--- src/rtl/ertu_pkg.sv ---
// ----------------------------------------------------------------------------
// ertu_pkg
// Types and constants of the pose transform unit: beat layouts, fixed-point
// widths and the CORDIC arctangent table.
// ----------------------------------------------------------------------------
`default_nettype none

package ertu_pkg;

   localparam int COORD_IN_W  = 32;  // Q16.16 coordinates at the ports
   localparam int ANGLE_W     = 16;  // binary angle, 2^16 units per turn
   localparam int ANGLE_SHIFT = 16;  // scales the angle to 2^32 per turn
   localparam int TRIG_W      = 32;  // sine and cosine in Q2.30
   localparam int TRIG_FRAC   = 30;
   localparam int COORD_W     = 34;  // rotated coordinates, norm below 2^33
   localparam int RESID_W     = 34;  // CORDIC angle residual
   localparam int ATAN_W      = 30;
   localparam int ATAN_LEN    = 32;

   // Limit of the CORDIC gain correction in Q2.30.
   localparam logic signed [TRIG_W-1:0] CORDIC_INIT = 32'sd652032874;

   // atan(2^-i) with 2^32 units per turn.
   localparam logic [ATAN_W-1:0] ATAN_TABLE [ATAN_LEN] = '{
      30'h20000000, 30'h12E4051E, 30'h09FB385B, 30'h051111D4,
      30'h028B0D43, 30'h0145D7E1, 30'h00A2F61E, 30'h00517C55,
      30'h0028BE53, 30'h00145F2F, 30'h000A2F98, 30'h000517CC,
      30'h00028BE6, 30'h000145F3, 30'h0000A2FA, 30'h0000517D,
      30'h000028BE, 30'h0000145F, 30'h00000A30, 30'h00000518,
      30'h0000028C, 30'h00000146, 30'h000000A3, 30'h00000051,
      30'h00000029, 30'h00000014, 30'h0000000A, 30'h00000005,
      30'h00000003, 30'h00000001, 30'h00000001, 30'h00000000
   };

   typedef struct packed {
      logic signed [COORD_IN_W-1:0] point_x;
      logic signed [COORD_IN_W-1:0] point_y;
      logic signed [COORD_IN_W-1:0] point_z;
      logic signed [COORD_IN_W-1:0] offset_x;
      logic signed [COORD_IN_W-1:0] offset_y;
      logic signed [COORD_IN_W-1:0] offset_z;
      logic signed [ANGLE_W-1:0]    roll_angle;
      logic signed [ANGLE_W-1:0]    pitch_angle;
      logic signed [ANGLE_W-1:0]    yaw_angle;
   } ertu_req_type;

   typedef struct packed {
      logic signed [COORD_IN_W-1:0] out_x;
      logic signed [COORD_IN_W-1:0] out_y;
      logic signed [COORD_IN_W-1:0] out_z;
   } ertu_rsp_type;

   typedef struct packed {
      logic signed [TRIG_W-1:0] sin_val;
      logic signed [TRIG_W-1:0] cos_val;
   } ertu_trig_type;

endpackage

`default_nettype wire

--- src/rtl/ertu_cordic.sv ---
// ----------------------------------------------------------------------------
// ertu_cordic
// Unrolled rotation-mode CORDIC giving sine and cosine of a binary angle,
// one register stage per iteration plus a fold stage and an output stage.
// ----------------------------------------------------------------------------
`default_nettype none

module ertu_cordic #(
   parameter int STAGES = 16
) (
   input  wire                                     clock,
   input  wire                                     enable,
   input  wire signed [ertu_pkg::ANGLE_W-1:0]      angle,
   output ertu_pkg::ertu_trig_type                 trig
);

   localparam int ANGLE_W   = ertu_pkg::ANGLE_W;
   localparam int TRIG_W    = ertu_pkg::TRIG_W;
   localparam int RESID_W   = ertu_pkg::RESID_W;
   localparam int EXT_W     = ANGLE_W + 1;
   localparam int PAD_W     = RESID_W - EXT_W - ertu_pkg::ANGLE_SHIFT;

   localparam logic signed [ANGLE_W-1:0] QUARTER     = 16'sh4000;
   localparam logic signed [ANGLE_W-1:0] NEG_QUARTER = 16'shC000;
   localparam logic signed [EXT_W-1:0]   HALF_EXT    = 17'sh08000;

   logic signed [TRIG_W-1:0]  x_ff [0:STAGES];
   logic signed [TRIG_W-1:0]  y_ff [0:STAGES];
   logic signed [RESID_W-1:0] z_ff [0:STAGES];
   logic                      neg_ff [0:STAGES];

   logic signed [EXT_W-1:0]   angle_ext;
   logic signed [EXT_W-1:0]   fold_val;
   logic                      fold_neg;
   ertu_pkg::ertu_trig_type   trig_ff;

   // Angles beyond a quarter turn are folded by half a turn; the result is
   // negated at the end to make up for it.
   always_comb begin
      angle_ext = {angle[ANGLE_W-1], angle};
      fold_val  = angle_ext;
      fold_neg  = 1'b0;
      if (angle > QUARTER) begin
         fold_val = angle_ext - HALF_EXT;
         fold_neg = 1'b1;
      end else if (angle < NEG_QUARTER) begin
         fold_val = angle_ext + HALF_EXT;
         fold_neg = 1'b1;
      end
   end

   always_ff @(posedge clock) begin
      if (enable) begin
         x_ff[0]   <= ertu_pkg::CORDIC_INIT;
         y_ff[0]   <= '0;
         z_ff[0]   <= {{PAD_W{fold_val[EXT_W-1]}}, fold_val,
                       {ertu_pkg::ANGLE_SHIFT{1'b0}}};
         neg_ff[0] <= fold_neg;
      end
   end

   for (genvar i = 0; i < STAGES; i++) begin : g_stage
      localparam logic signed [RESID_W-1:0] ATAN_STEP =
         $signed({{(RESID_W-ertu_pkg::ATAN_W){1'b0}}, ertu_pkg::ATAN_TABLE[i]});

      logic signed [TRIG_W-1:0] x_shift;
      logic signed [TRIG_W-1:0] y_shift;

      assign x_shift = x_ff[i] >>> i;
      assign y_shift = y_ff[i] >>> i;

      always_ff @(posedge clock) begin
         if (enable) begin
            if (!z_ff[i][RESID_W-1]) begin
               x_ff[i+1] <= x_ff[i] - y_shift;
               y_ff[i+1] <= y_ff[i] + x_shift;
               z_ff[i+1] <= z_ff[i] - ATAN_STEP;
            end else begin
               x_ff[i+1] <= x_ff[i] + y_shift;
               y_ff[i+1] <= y_ff[i] - x_shift;
               z_ff[i+1] <= z_ff[i] + ATAN_STEP;
            end
            neg_ff[i+1] <= neg_ff[i];
         end
      end
   end

   always_ff @(posedge clock) begin
      if (enable) begin
         if (neg_ff[STAGES]) begin
            trig_ff.sin_val <= -y_ff[STAGES];
            trig_ff.cos_val <= -x_ff[STAGES];
         end else begin
            trig_ff.sin_val <= y_ff[STAGES];
            trig_ff.cos_val <= x_ff[STAGES];
         end
      end
   end

   assign trig = trig_ff;

endmodule

`default_nettype wire

--- config.mk ---
export PLATFORM = sky130hd
export DESIGN_NAME = ertu_cordic
export DESIGN_NICKNAME = d
export VERILOG_FILES = /design/src/rtl/ertu_pkg.sv /design/src/rtl/ertu_cordic.sv
export SDC_FILE = /design/constraint.sdc
export NUM_CORES = 2
export LEC_CHECK = 0
export CAP_MARGIN = 5
export CORE_MARGIN = 1.5
export CORE_UTILIZATION = 30
export CTS_CLUSTER_DIAMETER = 120
export DETAILED_ROUTE_END_ITERATION = 8
export DONT_BUFFER_PORTS = 1
export REMOVE_ABC_BUFFERS = 1
export SYNTH_ARGS = -nofsm -noshare
export SYNTH_HDL_FRONTEND = slang
export SYNTH_SLANG_ARGS = --single-unit
--- constraint.sdc ---
create_clock -name clock -period 6.3 [get_ports clock]
set_input_delay 0.945 -clock clock [delete_from_list [all_inputs] [get_ports clock]]
set_output_delay 0.945 -clock clock [all_outputs]
set_load 0.03 [all_outputs]
==> Word-level counts from Yosys, hierarchy flattened <==
Memories as Yosys holds them, arrays and structs flattened.
Cells that the tools add are included.
{ "totals": {"ff_bits": 64, "out_inout_bits": 64, "mem_count": 4, "inputBits": 18, "mem_bits_rw": 1683, "elab_cells": 306} }
{ "memory_table": {"columns": ["name", "depth", "width", "read_ports", "rd_clocked_by_memory_dff", "wr", "line", "text"], "rows": [
  ["z_ff", 17, 34, 16, 0, 17, "ertu_cordic.sv:29", "logic signed [RESID_W-1:0] z_ff [0:STAGES];"],
  ["x_ff", 17, 32, 17, 0, 17, "ertu_cordic.sv:27", "logic signed [TRIG_W-1:0] x_ff [0:STAGES];"],
  ["y_ff", 17, 32, 17, 0, 17, "ertu_cordic.sv:28", "logic signed [TRIG_W-1:0] y_ff [0:STAGES];"],
  ["neg_ff", 17, 1, 17, 0, 17, "ertu_cordic.sv:30", "logic neg_ff [0:STAGES];"]
]} }
{ "classes": {"bitwise_logic": 48, "addsub": 99, "magnitude_cmp": 2, "n_mux": 151} }
{ "ops": {"columns": ["cell", "count"], "rows": [
  ["32-bit two-way mux", 32],
  ["34-bit two-way mux", 16],
  ["1-bit two-way mux", 100],
  ["32-bit by 17-bit adder with 32-bit output", 2],
  ["32-bit by 18-bit adder with 32-bit output", 2],
  ["32-bit by 19-bit adder with 32-bit output", 2],
  ["32-bit by 20-bit adder with 32-bit output", 2],
  ["32-bit by 21-bit adder with 32-bit output", 2],
  ["32-bit by 22-bit adder with 32-bit output", 2],
  ["32-bit by 23-bit adder with 32-bit output", 2],
  ["32-bit by 24-bit adder with 32-bit output", 2],
  ["32-bit by 25-bit adder with 32-bit output", 2],
  ["32-bit by 26-bit adder with 32-bit output", 2],
  ["32-bit by 27-bit adder with 32-bit output", 2],
  ["32-bit by 28-bit adder with 32-bit output", 2],
  ["32-bit by 29-bit adder with 32-bit output", 2],
  ["32-bit by 30-bit adder with 32-bit output", 2],
  ["32-bit by 31-bit adder with 32-bit output", 2],
  ["64-bit two-way mux", 1],
  ["32-bit negation", 2],
  ["32-bit by 17-bit subtractor with 32-bit output", 2],
  ["32-bit by 18-bit subtractor with 32-bit output", 2],
  ["32-bit by 19-bit subtractor with 32-bit output", 2],
  ["32-bit by 20-bit subtractor with 32-bit output", 2],
  ["51 further kinds", 111]
]} }

==> Longest topological paths before layout <==
{ "logic_depth": {"word_depth": 4, "depth_mapped": 21, "ltp_nobuf": 21} }

==> Least setup slack after synthesis <==
OpenSTA, ideal clock, no wires.
{ "synth_path": {"path_type": "input -> register", "startpoint": "input port enable", "endpoint": "memory x_ff[11][28], data pin", "t_required_ns": 6.028, "setup_ns": 0.272, "n_path_buf": 2, "path_slack_ns": 0.954, "arrival_ns": 5.074, "cell_stages": 15, "path_cell_list": "clkbuf_1 -> nand2_1 -> clkbuf_1 -> o21ai_0 -> fa_1 -> a21o_1 -> a21boi_1 -> o21ai_1 -> a2111oi_2 -> nor4_1 -> o311ai_1 -> nand2_1 -> a311oi_2 -> mux2i_1 -> or4_1"} }
{ "synth_rtl": {"columns": ["item", "line", "text"], "rows": [
  ["start: declaration", "ertu_cordic.sv:12", "input wire enable,"],
  ["end: declaration", "ertu_cordic.sv:27", null]
]} }

==> qor.yml <==
routing:
  wl_um: 314000
  drtAntennaViolNets: 0
  via_per_inst: 4.91
  wl_per_cell_um: 15.4
  drt_iter0_drc: 5089
  vias: 100000
  drt-pass1-iter-count: 6
  drc: 0
floorplan:
  dieArea_um2: 411000
  io_pins: 82
  start_util_pct: 30.1
  rows: 234
  die_h_um: 641
  core_area_um2: 406000
  die_w_um: 641
sta:
  layout_min_cycle_time_ps: 5920
  min_period_over_period_pct: 94.0
  rsz0062_at_grt: "no"
  timing.slew.headroom_pct: -0.581
  skew_ps: 67.5
  setup_viol: 0
  tightest_slew_ps: 1510
  fin_tns_setup_ps: 0
  slew_viol_final: 35
  hold_violations: 0
  fmax_mhz: 169
yosys:
  yosysTopAreaCell: "edfxtp_1"
  synth_top_area_share_pct: 36.1
  synth_xor_area_share_pct: 12.6
  yosysSeqAreaShare_pct: 36.1
  synthTopCellsByCount: "edfxtp_1, ha_1, a21oi_1"
  synth_most_common_cell: "edfxtp_1"
  synth_compound_area_share_pct: 19.9
  syn_inst: 12600
  ys_ff_latch: 1469
  synthMuxAreaShare_pct: 0.966
  synth_area_leaders: "edfxtp_1, ha_1, xnor2_1"
  synth_ff_type: "edfxtp_1"
  synth-adder-area-share_pct: 15.2
  synth_area_um2: 122000
  syn_avg_cell_area_um2: 9.71
  synth_top_family_by_area: "compound AO/OA/AOI/OAI gates"
  async_flop_share_pct: 0
  synthSimpleGateAreaFrac_pct: 13.0
  synth-edff-count: 1469
  synthDistinctLibCells: 95
  ys_warn_count: 0
cts:
  holdBufCountCts: 0
  cts-resized-gates: 0
  clk_pin_slew_ps: 60
  insertion_delay_ps: 890
  htree_levels: 4
  numClockSinks: 1469
  cts_buffers: 177
  clockBufferDepth: 4
  root_buffer: "clkbuf_16"
  cts_tree: "done"
setup_path:
  critPathLaunchType: "input port"
  critical_path_required_ps: 6870
  worst-path-max-fanout: 116
  end_kind: "flop"
  crit_arrival_ps: 6490
  path_class: "input port to flop"
grt:
  antenna_found_initial: 2
  grt-ovfl-total: 0
  grt_pass1_wl_um: 506000
  grt_max_degree: 266
  groute.usage.overall_pct: 14.9
  grt_pass1_vias: 98700
placement:
  gp_congestion: 0.944
  port_buffers: 0
  place_hpwl_um: 253000
run_status:
  violations: "slew limit"
  status: "finished, violations left"
finish:
  layout-drive-gt1-share_pct: 18.4
  nNetsFinal: 16300
  area_delta_synth_final_pct: 24.3
flow_run:
  drv_cap: 0
min_path:
  min_path_type: "input port to flop"
## final timing paths
kind | cells after the start | startpoint | endpoint | slack, ps
setup / recovery | 19 | enable | x_ff[11][28]$_DFFE_PP_ | 380
hold / removal | 0 | angle[6] | z_ff[0][22]$_DFFE_PP_ | 170
setup reg to reg | 21 | x_ff[4][4]$_DFFE_PP_ | y_ff[5][31]$_DFFE_PP_ | 730
hold reg to reg | 0 | neg_ff[8]$_DFFE_PP_ | neg_ff[9]$_DFFE_PP_ | 380
## cell families after synthesis
| kind of cell | count (synthesis) |
|---|---|
| AOI/OAI and AO/OA | 3818 |
| DFF | 1469 |
| muxes | 111 |
| and+or+nand+nor | 3268 |
| xor gates and xnor gates | 1753 |
| buffers and inverters | 685 |
| adders and majority gates | 1462 |
## flip-flops by register name, indices dropped and copies added, names as in the netlist
name,flops
neg_ff,17
trig,64
x_ff,456
y_ff,481
z_ff,451
## repair_timing
item	CTS	global route
buffers inserted	0	0
endpoints found under the setup margin	151	0
endpoints found under the hold margin	0	0
## critical path, cell delays in order
cell and delay [ps]:
buf_16 340, buf_16 440, buf_16 420, nand2_1 140, buf_4 190, nand2_1 50, o21ai_0 140, fa_1 430
a21o_1 210, a21boi_1 200, o21ai_1 130, a2111oi_2 400, nor4_1 130, buf_4 180, o311ai_1 280, nand2_1 180
a311oi_2 410, mux2i_1 120, or4_1 520
## layout make-up
class                      instances  area, um2
fill                           40300     254000
multi-input combinational      10400      75400
sequential                      1469      44100
timing repair buffer            2280      17500
tap                             5428       6790
clock buffer                     198       4570
inverter                         491       1840
clock inverter                   119       1420
antenna                            5       12.5
## per-layer routing
metal,global-route usage [%],wire length [um]
met1,16.6,130000
met2,28.8,163000
met3,1.43,8380
met4,5.39,11900
met5,0,0
## stage by stage
step	instances	util, %	hold slack, ps	setup WS [ps]	instance area, um2
6_report	20400	37.4	174	379	152000
3_5_place_dp	20100	35.9	405	-1620	146000
5_1_grt	20400	37.4	109	33.3	152000
3_3_place_gp	20100	35.9	403	-1560	146000
2_1_floorplan	12400	-	400	162	121000
4_1_cts	20400	37.4	86.4	359	152000
## placed cells by master (no fill, tap or decap), drive strengths merged, types with 39 or more instances in the layout
master	instances
inv	496
o41ai	46
and3	108
or2	57
nor3	300
a31oi	109
ha	1420
nand2b	180
edfxtp	1469
a21o	539
mux2	54
o21bai	163
xnor2	1130
or4	52
mux2i	57
nor4	90
nand3	213
a21oi	1249
clkbuf	198
xor2	623
o21ai	693
and2	53
nor2b	141
or3	122
clkinv	75
nand2	749
o21a	205
a211oi	127
buf	2277
o31ai	176
fa	42
o211ai	70
nor2	970
nand4	105
a211o	39
a21boi	55
Power is left out: the tool's default activity adds up to more than one toggle a clock period on the data nets, which glitch-free logic cannot reach.
